[config.mk]
export PLATFORM = sky130hd
export DESIGN_NAME = handheld_console_timer_core
export DESIGN_NICKNAME = d
export VERILOG_FILES = /design/src/design/hct_pkg.sv /design/src/design/handheld_console_timer_core.sv /design/src/design/hct_timer.sv
export SDC_FILE = /design/constraint.sdc
export NUM_CORES = 1
export LEC_CHECK = 0
export CAP_MARGIN = 20
export CORE_MARGIN = 5
export CORE_UTILIZATION = 55
export CTS_CLUSTER_SIZE = 30
export DETAILED_ROUTE_END_ITERATION = 7
export DONT_BUFFER_PORTS = 1
export GPL_TIMING_DRIVEN = 0
export MAX_ROUTING_LAYER = met4
export PLACE_DENSITY = 0.73
export SETUP_SLACK_MARGIN = 0.3
export SYNTH_ARGS = -nofsm -noshare
export SYNTH_HDL_FRONTEND = slang
export SYNTH_SLANG_ARGS = --single-unit
[constraint.sdc]
create_clock -name i_clk -period 2.7 [get_ports i_clk]
set_clock_uncertainty 0.15 [all_clocks]
set_input_delay 0.54 -clock i_clk [delete_from_list [all_inputs] [get_ports i_clk]]
set_output_delay 0.54 -clock i_clk [all_outputs]
set_load 0.03 [all_outputs]
[src/design/hct_pkg.sv]
// Shared types and constants for the handheld console timer.
// Used by hct_timer, handheld_console_timer_core and the testbench; no dependencies.
package hct_pkg;

    localparam logic [1:0] KIND_TICK  = 2'd0;
    localparam logic [1:0] KIND_READ  = 2'd1;
    localparam logic [1:0] KIND_WRITE = 2'd2;

    localparam logic [7:0] NO_RELOAD     = 8'hFF;
    localparam logic [7:0] RELOAD_CYCLES = 8'd4;
    localparam logic [7:0] COUNTER_MAX   = 8'hFF;

    typedef enum logic [1:0] {
        REG_DIV  = 2'd0,
        REG_CNT  = 2'd1,
        REG_MOD  = 2'd2,
        REG_CTRL = 2'd3
    } t_reg_idx;

    typedef enum logic {
        ST_IDLE,
        ST_RUN
    } t_state;

    typedef struct packed {
        logic       step;
        logic       wr_en;
        t_reg_idx   idx;
        logic [7:0] data;
    } t_tmr_cmd;

    // Returns the divider bit whose falling edge clocks the counter.
    function automatic logic sel_div_bit(input logic [15:0] div, input logic [1:0] sel);
        logic b;
        case (sel)
            2'd0:    b = div[9];
            2'd1:    b = div[3];
            2'd2:    b = div[5];
            default: b = div[7];
        endcase
        return b;
    endfunction

endpackage

[src/design/handheld_console_timer_core.sv]
// Handheld console timer core: stream handshake, tick sequencer and result register.
// Reads, writes, halted or empty ticks: result registered in the cycle after the input transfer.
// A tick of N machine cycles (N capped at MAX_TICKS_PER_ITEM) steps the shared timer
// unit once per clock; no new item is accepted until that run has finished.
// Synchronous active-low reset clears all timer state and marks no reload pending.
// Depends on hct_pkg and hct_timer.
module handheld_console_timer_core
    import hct_pkg::*;
#(
    parameter int MAX_TICKS_PER_ITEM = 32
) (
    input  logic        i_clk,
    input  logic        i_rst_n,
    input  logic        s_axis_tvalid,
    output logic        s_axis_tready,
    input  logic [23:0] s_axis_tdata,  // reg_index[1:0], write_data[9:2], tick_count[15:10],
                                       // halted[16], zero fill
    input  logic [1:0]  s_axis_tuser,  // kind[1:0]
    output logic        m_axis_tvalid,
    input  logic        m_axis_tready,
    output logic [15:0] m_axis_tdata   // read_data[7:0], timer_irq[8], zero fill
);

    localparam int CW = $clog2(MAX_TICKS_PER_ITEM + 1);
    localparam int EW = (CW > 6) ? CW : 6;

    t_state      r_state, n_state;
    logic [CW-1:0] r_left, n_left;
    logic        r_irq, n_irq;
    logic        r_out_valid, n_out_valid;
    logic [7:0]  r_out_rd, n_out_rd;
    logic        r_out_irq, n_out_irq;

    logic        accept;
    logic [1:0]  in_kind;
    t_reg_idx    in_idx;
    logic [7:0]  in_data;
    logic [EW-1:0] in_count;
    logic        in_halted;
    logic [CW-1:0] sat_count;
    logic        start_run;
    logic        run_done;
    t_tmr_cmd    cmd;
    logic [7:0]  tmr_rd;
    logic        tmr_irq;

    assign in_idx    = t_reg_idx'(s_axis_tdata[1:0]);
    assign in_data   = s_axis_tdata[9:2];
    assign in_count  = EW'(s_axis_tdata[15:10]);
    assign in_halted = s_axis_tdata[16];
    assign in_kind   = s_axis_tuser;

    assign sat_count = (in_count > EW'(MAX_TICKS_PER_ITEM)) ? CW'(MAX_TICKS_PER_ITEM)
                                                             : CW'(in_count);

    assign s_axis_tready = (r_state == ST_IDLE) && (!r_out_valid || m_axis_tready);
    assign accept        = s_axis_tvalid && s_axis_tready;
    assign start_run     = accept && in_kind == KIND_TICK && !in_halted
                           && sat_count != '0;
    assign run_done      = (r_state == ST_RUN) && (r_left == CW'(1));

    always_comb begin
        n_state = r_state;
        unique case (r_state)
            ST_IDLE: begin
                if (start_run) begin
                    n_state = ST_RUN;
                end
            end
            ST_RUN: begin
                if (run_done) begin
                    n_state = ST_IDLE;
                end
            end
            default: n_state = ST_IDLE;
        endcase
    end

    always_comb begin
        cmd         = '0;
        cmd.idx     = in_idx;
        cmd.data    = in_data;
        n_left      = r_left;
        n_irq       = r_irq;
        n_out_valid = r_out_valid && !m_axis_tready;
        n_out_rd    = r_out_rd;
        n_out_irq   = r_out_irq;
        unique case (r_state)
            ST_IDLE: begin
                if (accept) begin
                    cmd.wr_en = (in_kind == KIND_WRITE);
                    n_left    = sat_count;
                    n_irq     = 1'b0;
                    if (!start_run) begin
                        n_out_valid = 1'b1;
                        n_out_rd    = (in_kind == KIND_READ) ? tmr_rd : 8'd0;
                        n_out_irq   = tmr_irq;
                    end
                end
            end
            ST_RUN: begin
                cmd.step = 1'b1;
                n_left   = r_left - CW'(1);
                n_irq    = r_irq | tmr_irq;
                if (run_done) begin
                    n_out_valid = 1'b1;
                    n_out_rd    = 8'd0;
                    n_out_irq   = r_irq | tmr_irq;
                end
            end
            default: ;
        endcase
    end

    hct_timer u_timer (
        .i_clk     (i_clk),
        .i_rst_n   (i_rst_n),
        .i_cmd     (cmd),
        .i_rd_idx  (in_idx),
        .o_rd_data (tmr_rd),
        .o_irq     (tmr_irq)
    );

    always_ff @(posedge i_clk) begin
        if (!i_rst_n) begin
            r_state     <= ST_IDLE;
            r_left      <= '0;
            r_irq       <= 1'b0;
            r_out_valid <= 1'b0;
        end else begin
            r_state     <= n_state;
            r_left      <= n_left;
            r_irq       <= n_irq;
            r_out_valid <= n_out_valid;
        end
    end

    always_ff @(posedge i_clk) begin
        r_out_rd  <= n_out_rd;
        r_out_irq <= n_out_irq;
    end

    assign m_axis_tvalid = r_out_valid;
    assign m_axis_tdata  = {7'd0, r_out_irq, r_out_rd};

endmodule

[src/design/hct_timer.sv]
// Timer state and the shared per-cycle step unit: divider, counter, reload delay.
// Depends on hct_pkg; driven one command per cycle by the core sequencer.
module hct_timer
    import hct_pkg::*;
(
    input  logic       i_clk,
    input  logic       i_rst_n,
    input  t_tmr_cmd   i_cmd,
    input  t_reg_idx   i_rd_idx,
    output logic [7:0] o_rd_data,
    output logic       o_irq
);

    logic [15:0] r_div,   n_div;
    logic [7:0]  r_cnt,   n_cnt;
    logic [7:0]  r_mod,   n_mod;
    logic        r_en,    n_en;
    logic [1:0]  r_sel,   n_sel;
    logic [7:0]  r_delay, n_delay;

    logic [15:0] div_inc;
    logic [7:0]  cnt_pre;
    logic [7:0]  delay_pre;
    logic [7:0]  delay_dec;
    logic        fall;

    always_comb begin
        n_div     = r_div;
        n_cnt     = r_cnt;
        n_mod     = r_mod;
        n_en      = r_en;
        n_sel     = r_sel;
        n_delay   = r_delay;
        o_irq     = 1'b0;
        div_inc   = r_div + 16'd1;
        delay_dec = r_delay - 8'd1;
        cnt_pre   = r_cnt;
        delay_pre = r_delay;
        fall      = 1'b0;

        if (i_cmd.step) begin
            if (r_delay != NO_RELOAD) begin
                delay_pre = delay_dec;
                if (delay_dec == 8'd0) begin
                    cnt_pre   = r_mod;
                    delay_pre = NO_RELOAD;
                end
            end
            fall  = sel_div_bit(r_div, r_sel) & ~sel_div_bit(div_inc, r_sel);
            n_div = div_inc;
        end else if (i_cmd.wr_en && i_cmd.idx == REG_DIV) begin
            fall  = sel_div_bit(r_div, r_sel);
            n_div = 16'd0;
        end

        n_cnt   = cnt_pre;
        n_delay = delay_pre;
        if (r_en && fall) begin
            if (cnt_pre == COUNTER_MAX) begin
                n_cnt   = 8'd0;
                n_delay = RELOAD_CYCLES;
                o_irq   = 1'b1;
            end else begin
                n_cnt = cnt_pre + 8'd1;
            end
        end

        if (i_cmd.wr_en) begin
            unique case (i_cmd.idx)
                REG_CNT: begin
                    if (r_delay != 8'd0) begin
                        n_cnt = i_cmd.data;
                    end
                end
                REG_MOD:  n_mod = i_cmd.data;
                REG_CTRL: begin
                    n_en  = i_cmd.data[2];
                    n_sel = i_cmd.data[1:0];
                end
                default: ;
            endcase
        end
    end

    always_comb begin
        unique case (i_rd_idx)
            REG_DIV:  o_rd_data = r_div[15:8];
            REG_CNT:  o_rd_data = r_cnt;
            REG_MOD:  o_rd_data = r_mod;
            default:  o_rd_data = {5'd0, r_en, r_sel};
        endcase
    end

    always_ff @(posedge i_clk) begin
        if (!i_rst_n) begin
            r_div   <= 16'd0;
            r_cnt   <= 8'd0;
            r_mod   <= 8'd0;
            r_en    <= 1'b0;
            r_sel   <= 2'd0;
            r_delay <= NO_RELOAD;
        end else begin
            r_div   <= n_div;
            r_cnt   <= n_cnt;
            r_mod   <= n_mod;
            r_en    <= n_en;
            r_sel   <= n_sel;
            r_delay <= n_delay;
        end
    end

endmodule

==> results.md, run 1 <==
- Post-Synthesis Cells: 401
- Buf/Inv on CP: 0
- Worst Path Required: 2.78 ns
- Crit start category: flop
- Crit path DAT: 2.64 ns
- Rows: 29
- Static leakage: 1.59 nW
- Die Area: 0.00813 mm2
- Top FF cell, synth: dfxtp_1
- Worst-case reg-to-reg path depth: 6
- Total gr overflow: 0
- Number of flops mapped to enable cells by yosys: 9
- Layout area overhead: 21.3%
- Vias in the first global route: 3,023
- Worst Hold Slack: 0.163 ns
- Crit. path cell count: 6
- # IOs: 48
- CP max FO: 5
- DRT antenna net count: 0
- Crit-path leading delay family: simple AND/OR/NAND/NOR gates
- CTS tree: built
- First-pass iteration count of the detailed router: 5
- Final TNS setup: 0 ns
- Vias post-DR: 3,282
- Leading area contributor after synthesis: dfxtp_1
- CP max stage delay: 0.55 ns
- Die Span Y: 90.2 um
- Critical path, cell by cell: nor4_4 -> nand4_4 -> nor2_4 -> mux2_4 -> or4_1 -> a32o_1
- Routed WL: 9550 um
- Starting Density: 56.0%
- Post-Syn Area: 0.00354 mm2
- R2R Path Start: u_timer.r_delay[6]
- Core ar.: 0.00631 mm2
- ANT cells: 0
- Count of pins over their slew limit: 0
- Synth unique cells: 65
- Initial antenna violation count: 0
- Wire per inst: 18.1 um
- Hold path start: s_axis_tdata[7]
- Ys Warns: 0
- Layout cells sized above 1: 25.4%
- Post-synth top area share: 29.4%
- Crit path from: u_timer.r_delay[6]
- Largest net degree at the start of global routing: 12
- Dpl hpwl: 6260 um
- Max_cap viols: 0
- Clk sinks: 61
- Synth async-reset ratio: 0%
- Critical Path Sink Type: flop
- Die X: 90.2 um
- Clk slew on worst S/H paths: 0.08 ns
- Final setup viols: 0
- Power density over cell area: 491 mW/mm2
- Hold-critical path depth: 1
- Sequential share of the synthesized area: 37.1%
- Avg Inst Size Synth: 8.82 um2
- First-pass GRT wire length: 15,100 um
- Worst relative slew slack: 54.4%
- DRC: 0
- Commonest non-fill, non-tap cell in the layout: nor2_1
- Worst path slowest cell: or4_1
- Worst-skew pair later-pin latency: 0.35 ns
- Largest cells by area after synthesis: dfxtp_1 (29%), edfxtp_1 (7.6%), mux2i_1 (7.1%)
- Fmax: 0.390 GHz
- Run status: complete, no violations
- VDD IR-drop max: 0.000392 V
- CTS H-tree lvls: 3
- Buffers added on ports: 0
- Via/cell ratio: 6.20
- Min-Delay Path Class: input pin to flop
- Root Driver: clkbuf_8
- Hold Fails Final Rpt: 0
- CTS max path bufs: 2
- Worst Tran Pin Value: 0.684 ns
- Starting DRC count in detailed routing: 243
- Worst setup path class: flop to flop
- FF+latch count, synth: 61
- Total track usage: 23.2%
- RSZ-0062 raised after global routing: true
- Post-layout min period: 2.56 ns
- Crit share post-route: 94.9%
- CTS Buf Count: 9
- Nets: 483
- RD Place Congestion: 0.854
- Most frequent cells in the layout: nor2_1 (50), dfxtp_1 (36), buf_4 (34)
layer usage:
metal	vias up	track usage, %	wire, um
met5	-	-	0
met4	0	8.44	197
met3	24	4.34	533
met2	121	36.8	4660
met1	1563	29.6	4160
li1	1574	-	-
final timing paths:
check	end	slack [ns]
worst min register to register	u_timer.r_div[1]	0.35
worst max register to register	u_timer.r_cnt[6]	0.14
worst max-delay path	u_timer.r_cnt[6]	0.14
worst min-delay path	u_timer.r_cnt[5]	0.16
power breakdown:
group / total, mW / switching (mW) / leakage [nW] / internal (mW)
registers: 0.976 / 0.0360 / 0.515 / 0.940
logic: 0.147 / 0.0949 / 0.959 / 0.0518
clock network: 0.982 / 0.374 / 0.115 / 0.608
total: 2.11 / 0.505 / 1.59 / 1.60
cells in the mapped netlist, drive strengths merged, types with 3 or more instances:
cell / number
mux2: 7
o311ai: 3
nand3: 21
nor3b: 3
clkbuf: 13
or3: 9
mux2i: 25
mux4: 3
a21oi: 24
buf: 15
a31oi: 4
o21a: 4
inv: 11
nand2: 21
a32o: 5
dfxtp: 52
and3: 7
nand4: 10
nor2b: 6
a21o: 4
o31ai: 9
xnor2: 3
o211ai: 4
edfxtp: 9
nor2: 54
and4: 4
ha: 6
and2: 6
o21ai: 21
nor3: 6
or4: 5
cell families after synthesis:
logic type,after synthesis,synth area share (%)
fa+ha+maj,6,2.12
mux,35,11.5
xor+xnor,4,0.991
simple gates,160,23.7
flops,61,37.1
compound gates,95,18.9
buf+inv,39,5.59
other cells,1,0.106
per-stage QoR:
| stage | instances | worst slack (ns) | cell area (um2) | total power, mW | util, % |
|---|---|---|---|---|---|
| detailed placement | 484 | -0.115 | 3690 | 1.14 | 58.5 |
| floorplan | 407 | 0.237 | 3600 | 1.11 | - |
| finish | 529 | 0.139 | 4290 | 2.11 | 68.0 |
| global route | 529 | 0.0992 | 4290 | 2.17 | 68.0 |
| CTS | 525 | 0.191 | 4240 | 2.11 | 67.2 |
| global placement | 484 | -0.0855 | 3690 | 1.14 | 58.5 |
what timing repair did:
item / in CTS / in global routing
buffers inserted: 25 / 4
setup endpoints to repair: 19 / 24
hold buffers: 0 / 0
gates resized for setup: 45 / 10
pin swaps: 17 / 3
final cells by class:
| class | instances | area (um2) |
|---|---|---|
| fill | 517 | 2020 |
| clock buffer | 9 | 124 |
| inverter | 11 | 41.3 |
| sequential | 61 | 1340 |
| clock inverter | 7 | 114 |
| multi-input combinational | 307 | 2150 |
| buffer | 28 | 191 |
| timing repair buffer | 29 | 226 |
| tap | 77 | 96.3 |
state kept, by name, summed over array words and instances (netlist names):
| register | cells |
|---|---|
| u_timer.r_delay | 8 |
| u_timer.r_sel | 2 |
| r_out_rd | 8 |
| u_timer.r_cnt | 8 |
| r_out_irq | 1 |
| u_timer.r_div | 16 |
| u_timer.r_mod | 8 |
| r_state | 1 |
| r_left | 6 |
| u_timer.r_en | 1 |
| m_axis_tvalid | 1 |
| r_irq | 1 |
No activity file was read; power rests on OpenSTA's default activity.
==> run 2, diff against run 1 <==
==> constraint.sdc (replaced) <==
create_clock -name i_clk -period 2.7 [get_ports i_clk]
set_clock_uncertainty 0.15 [all_clocks]
set_input_delay 0.54 -clock i_clk [delete_from_list [all_inputs] [get_ports i_clk]]
set_output_delay 0.54 -clock i_clk [all_outputs]
set_load 0.05 [all_outputs]
==> run 2 against run 1 <==
  * Cell area increased by 0.29%
  * Core utilization increased by 0.20 points
  * Combinational power increased by 9.5%
  * Via count increased by 0.27%
  * Critical endpoint is now u_timer.r_cnt[5]
  * Sequential power increased by 1%
==> results.md, run 2 (same netlist as run 1, synthesis figures left out) <==
- Run status: complete, no violations
- Most frequent cells in the layout: nor2_1 (50), dfxtp_1 (35), buf_4 (27)
- Core ar.: 0.00631 mm2 (unchanged)
- Initial antenna violation count: 0 (unchanged)
- Worst relative slew slack: 52.6% (-1.9 points)
- Worst path slowest cell: or4_1
- Dpl ws: -0.124 ns (-0.00917 ns)
- Die Span Y: 90.2 um (unchanged)
- First-pass iteration count of the detailed router: 5 (unchanged)
- Hold Fails Final Rpt: 0 (unchanged)
- Final Util: 68.2% (+0.20 points)
- Static leakage: 1.58 nW (-0.63%)
- Count of pins over their slew limit: 0 (unchanged)
- Layout area overhead: 21.7%
- Vias post-DR: 3,291 (+0.27%)
- Crit path DAT: 2.69 ns (+0.05 ns)
- Critical Path Sink Type: flop
- DRC: 0 (unchanged)
- Rows: 29 (unchanged)
- Crit path from: u_timer.r_delay[2]
- Number of flip-flops in the largest register: 16 (unchanged)
- CTS Hold Bufs: 0 (unchanged)
- Critical path, cell by cell: buf_6 -> o31ai_4 -> nand4_4 -> nor2_4 -> buf_8 -> mux2_4 -> or4_1 -> a32o_1
- Layout cells sized above 1: 27.1% (+1.7 points)
- R2R setup slack: 0.11 ns (-0.03 ns)
- Clk sinks: 61 (unchanged)
- Wire per inst: 18.7 um (+3.8%)
- Dpl hpwl: 6220 um (-0.72%)
- Crit share post-route: 96.0% (+1.1 points)
- RD Place Congestion: 0.860 (+0.68%)
- DRT antenna net count: 0 (unchanged)
- Via/cell ratio: 6.24 (+0.65%)
- Fmax: 0.386 GHz (-1.2%)
- CTS tree: built
- Worst Tran Pin Value: 0.712 ns (+0.0280 ns)
- VDD IR-drop max: 0.000386 V (-1.5%)
- First-pass GRT wire length: 15,900 um (+5.1%)
- Crit start category: flop
- Total track usage: 24.2% (+0.99 points)
- Post-layout min period: 2.59 ns (+0.0301 ns)
- Worst-case reg-to-reg path depth: 8 (+2)
- ANT cells: 0 (unchanged)
- Buffers added on ports: 0 (unchanged)
- Min-Delay Path Class: input pin to flop
- CTS Buf Count: 9 (unchanged)
- Largest net degree at the start of global routing: 13 (+1)
- CP max stage delay: 0.51 ns (-0.04 ns)
- Die X: 90.2 um (unchanged)
- Critical Path End: u_timer.r_cnt[5]
- Post-route setup slack: 0.108 ns (-0.0301 ns)
- CP max FO: 8 (+3)
- Final TNS setup: 0 ns (unchanged)
- Routed WL: 9880 um (+3.4%)
- Final setup viols: 0 (unchanged)
- Commonest non-fill, non-tap cell in the layout: nor2_1
- Nets: 481 (-0.41%)
- Total gr overflow: 0 (unchanged)
- # IOs: 48 (unchanged)
- Starting Density: 56.0% (unchanged)
- Clk slew on worst S/H paths: 0.08 ns (about the same)
- Root Driver: clkbuf_8
- Worst-skew pair later-pin latency: 0.35 ns (about the same)
- Die Area: 0.00813 mm2 (unchanged)
- Worst Path Required: 2.80 ns (+0.02 ns)
- Max_cap viols: 0 (unchanged)
- Vias in the first global route: 3,039 (+0.53%)
- CTS H-tree lvls: 3 (unchanged)
- Power density over cell area: 463 mW/mm2 (-5.6%)
- CTS max path bufs: 2 (unchanged)
- RSZ-0062 raised after global routing: true
- R2R Path End: u_timer.r_cnt[5]
- Worst setup path class: flop to flop
- Starting DRC count in detailed routing: 249 (+2.5%)
- R2R Path Start: u_timer.r_delay[2]
- Most flops, register: u_timer.r_div
-- run 2: changes by cell type in the layout (fill, tap and decap cells not counted), moves of 2 or more --
cell,previous run,this run
bufinv_16,3,1
o21ai_1,9,5
clkinv_1,2,0
o21ai_2,1,4
buf_6,6,10
clkinv_2,0,2
dfxtp_4,5,9
buf_4,34,27
nor2_2,3,1
clkbuf_2,3,5
nor2_4,1,3
dfxtp_2,11,8
-- run 2: metal layers --
layer | global-route usage, % | wire length (um)
met1 | 31.7 | 4220
met2 | 38.2 | 4760
met3 | 4.17 | 694
met4 | 7.82 | 193
met5 | - | 0
-- run 2: worst min-delay path by stage --
stage                     startpoint          endpoint  slack [ns]  cells after the start
global route         s_axis_tdata[7]  u_timer.r_cnt[5]        0.16                      1
detailed placement         r_left[5]         r_left[5]        0.34                      2
CTS                  s_axis_tdata[3]  u_timer.r_cnt[1]        0.15                      1
global placement           r_left[5]         r_left[5]        0.34                      2
floorplan           u_timer.r_div[6]  u_timer.r_div[6]        0.32                      2
finish               s_axis_tdata[3]  u_timer.r_cnt[1]        0.16                      1
-- run 2: critical path, delay by kind of cell (launching register included) --
family / cells / cell delay, ns
muxes: 1 / 0.30
and+or+nand+nor: 3 / 0.88
buffers and inverters: 2 / 0.27
DFF: 1 / 0.33
AOI/OAI and AO/OA: 2 / 0.55
-- run 2: layout make-up --
cell class | count | area (um2)
Buffer | 28 | 185
Clock buffer | 9 | 124
Clock inverter | 7 | 73.8
Fill cell | 529 | 2010
Inverter | 11 | 41.3
Multi-Input combinational cell | 307 | 2190
Sequential cell | 61 | 1360
Tap cell | 77 | 96.3
Timing Repair Buffer | 27 | 235
-- run 2: power breakdown --
group / total [mW] / switching [mW] / internal [mW]
clock: 0.845 / 0.416 / 0.429
combinational: 0.161 / 0.109 / 0.0520
sequential: 0.987 / 0.0507 / 0.936
-- run 2: stage by stage --
stage / hold slack (ns) / power (mW) / instance area, um2 / instances
floorplan: 0.318 / 1.14 / 3600 / 407
global placement: 0.338 / 1.17 / 3690 / 484
detailed placement: 0.341 / 1.17 / 3690 / 484
CTS: 0.152 / 1.99 / 4130 / 517
global route: 0.157 / 2.05 / 4300 / 527
finish: 0.161 / 1.99 / 4300 / 527
-- run 2: repair_timing --
action / CTS / global route
gates resized for setup: 41 / 32
buffers inserted: 16 / 9
setup endpoints to repair: 19 / 26
cloned: 1 / 1
pin swaps: 22 / 10
==> run 3, diff against run 2 <==
==> constraint.sdc (replaced) <==
create_clock -name i_clk -period 2.1 [get_ports i_clk]
set_clock_uncertainty 0.15 [all_clocks]
set_input_delay 0.42 -clock i_clk [delete_from_list [all_inputs] [get_ports i_clk]]
set_output_delay 0.42 -clock i_clk [all_outputs]
set_load 0.05 [all_outputs]
==> run 3 against run 2 <==
  * The flow now finishes with violations (negative setup slack)
  * Critical path depth fell by 1
  * Hold slack worse by 0.12 ns
  * Clock power up 21%
  * Via count rose by 0.67%
  * Largest power group unchanged
==> results.md, run 3 (same netlist as run 1, synthesis figures left out) <==
- Run status: complete, but fails checks
- Failing checks: negative setup slack
- Met2 wire len: 4820 um (+1.1%)
- Crit-path leading delay family: simple AND/OR/NAND/NOR gates
- VDD IR-drop max: 0.000444 V (+15%)
- Final TNS setup: -6.20 ns (-6.20 ns)
- Largest net degree at the start of global routing: 12 (-1)
- Worst Hold Slack: 0.0400 ns (-0.121 ns)
- Clk sinks: 61 (unchanged)
- Vias post-DR: 3,313 (+0.67%)
- Worst Tran Pin Value: 0.638 ns (-0.0738 ns)
- CTS tree: built
- CP max stage delay: 0.54 ns (+0.03 ns)
- First-pass iteration count of the detailed router: 5 (unchanged)
- CTS H-tree lvls: 3 (unchanged)
- DRT antenna net count: 0 (unchanged)
- Filler cells: 495 (-6.4%)
- First-pass GRT wire length: 15,700 um (-0.96%)
- Sequential power share: 50.3% (+0.8 points)
- Core ar.: 0.00631 mm2 (unchanged)
- Wire per inst: 18.3 um (-2.5%)
- Critical path, cell by cell: buf_6 -> or4_4 -> nand4_4 -> nor2_4 -> mux2_4 -> or4_1 -> a32o_1
- Worst-skew pair later-pin latency: 0.34 ns (about the same)
- Critical Path Sink Type: flop
- CP max FO: 5 (-3)
- Worst path slowest cell: or4_4
- Worst setup path class: flop to flop
- RD Place Congestion: 0.860 (unchanged)
- Most flops, register: u_timer.r_div
- Post-layout min period: 2.56 ns (-0.0359 ns)
- Layout area overhead: 27.0%
- Final setup viols: 18 (+18)
- Net Sw Power: 698 uW (+21%)
- Count of pins over their slew limit: 0 (unchanged)
- Die Area: 0.00813 mm2 (unchanged)
- Switching part of the total: 27.6% (-1.2 points)
- Initial antenna violation count: 0 (unchanged)
- Most frequent cells in the layout: nor2_1 (45), dfxtp_1 (35), buf_4 (34)
- Rows: 29 (unchanged)
- Die Span Y: 90.2 um (unchanged)
- Routed WL: 9740 um (-1.4%)
- Number of flip-flops in the largest register: 16 (unchanged)
- Top layer reached by signal wires: met4
- Nets: 487 (+1.2%)
- Total track usage: 24.2% (-0.040 points)
- Starting DRC count in detailed routing: 187 (-25%)
- Met3 routed WL: 546 um (-21%)
- CTS Buf Count: 9 (unchanged)
- Design Power: 2.53 mW (+27%)
- Clock power share: 40.4% (-2.0 points)
- Commonest non-fill, non-tap cell in the layout: nor2_1
- Hold Fails Final Rpt: 0 (unchanged)
- Fmax: 0.391 GHz (+1.4%)
- Layout cells sized above 1: 31.8% (+4.7 points)
- Via/cell ratio: 6.22 (-0.46%)
- Crit start category: flop
- P_int: 1.83 mW (+29%)
- Worst Path Required: 2.19 ns (-0.61 ns)
- Die X: 90.2 um (unchanged)
- Min-Delay Path Class: input pin to flop
- Buf/Inv on CP: 1 (-1)
- Dpl hpwl: 6450 um (+3.8%)
- RSZ-0062 raised after global routing: true
- Max_cap viols: 0 (unchanged)
- Post-route setup slack: -0.456 ns (-0.564 ns)
- ANT cells: 0 (unchanged)
- Logic pwr share: 9.4% (+1.3 points)
- Vias in the first global route: 3,147 (+3.6%)
- Power density over cell area: 563 mW/mm2 (+22%)
- DRC: 0 (unchanged)
- Total gr overflow: 0 (unchanged)
- # IOs: 48 (unchanged)
- Worst relative slew slack: 57.5% (+4.9 points)
- Root Driver: clkbuf_8
- Buffers added on ports: 0 (unchanged)
- Static leakage: 1.66 nW (+5.1%)
- CTS max path bufs: 2 (unchanged)
- Met1 wire length: 4200 um (-0.62%)
- Crit path DAT: 2.64 ns (-0.05 ns)
- Starting Density: 56.0% (unchanged)
- Crit share post-route: 122% (+26 points)
- Clk slew on worst S/H paths: 0.07 ns (about the same)
==> run 3: changes by cell type in the layout (fill, tap and decap cells not counted), sizes merged <==
cell	delta
clkbuf	-1
clkinvlp	+1
buf	+7
inv	-1
==> run 3: power by group through the flow <==
stage	combinational [mW]	clock, mW	sequential, mW
after floorplan	0.165	0	1.30
after global placement	0.198	0	1.31
final	0.237	1.02	1.27
after global routing	0.256	1.10	1.27
after CTS	0.223	1.04	1.27
after detailed placement	0.203	0	1.31
==> run 3: layout make-up <==
type	instances	area, um2	area share, %
Tap cell	77	96.3	2.15
Sequential cell	61	1360	30.4
Buffer	28	223	4.96
Clock inverter	7	66.3	1.48
Inverter	11	43.8	0.975
Multi-Input combinational cell	307	2280	50.8
Timing Repair Buffer	33	294	6.55
Clock buffer	9	124	2.76
==> run 3: repair_timing <==
item / CTS / global route
setup buffers: 21 / 11
gates resized for setup: 50 / 41
hold buffers: 0 / 0
setup endpoints to repair: 57 / 50
pin swaps: 12 / 11
gates cloned: 1 / 0
==> run 3: final timing paths <==
| path | startpoint | endpoint | slack (ns) | depth (start not counted) |
|---|---|---|---|---|
| setup / recovery | u_timer.r_delay[3] | u_timer.r_cnt[6] | -0.46 | 7 |
| hold / removal | s_axis_tdata[2] | u_timer.r_cnt[0] | 0.04 | 2 |
| setup reg to reg | u_timer.r_delay[3] | u_timer.r_cnt[6] | -0.46 | 7 |
| hold reg to reg | u_timer.r_div[4] | u_timer.r_div[4] | 0.34 | 1 |
==> run 3: stage by stage <==
| stage | setup WS [ns] | cell area [um2] | util [%] | std cells |
|---|---|---|---|---|
| floorplan | -0.361 | 3640 | - | 407 |
| global placement | -0.689 | 3740 | 59.2 | 484 |
| detailed placement | -0.711 | 3740 | 59.2 | 484 |
| CTS | -0.411 | 4280 | 67.8 | 522 |
| global route | -0.503 | 4490 | 71.1 | 533 |
| finish | -0.456 | 4490 | 71.1 | 533 |
==> run 3: metal layers <==
layer	GRT usage, %	up-vias
li1	-	1583
met3	6.68	18
met1	30.0	1607
met4	7.32	0
met2	38.5	105
met5	-	-
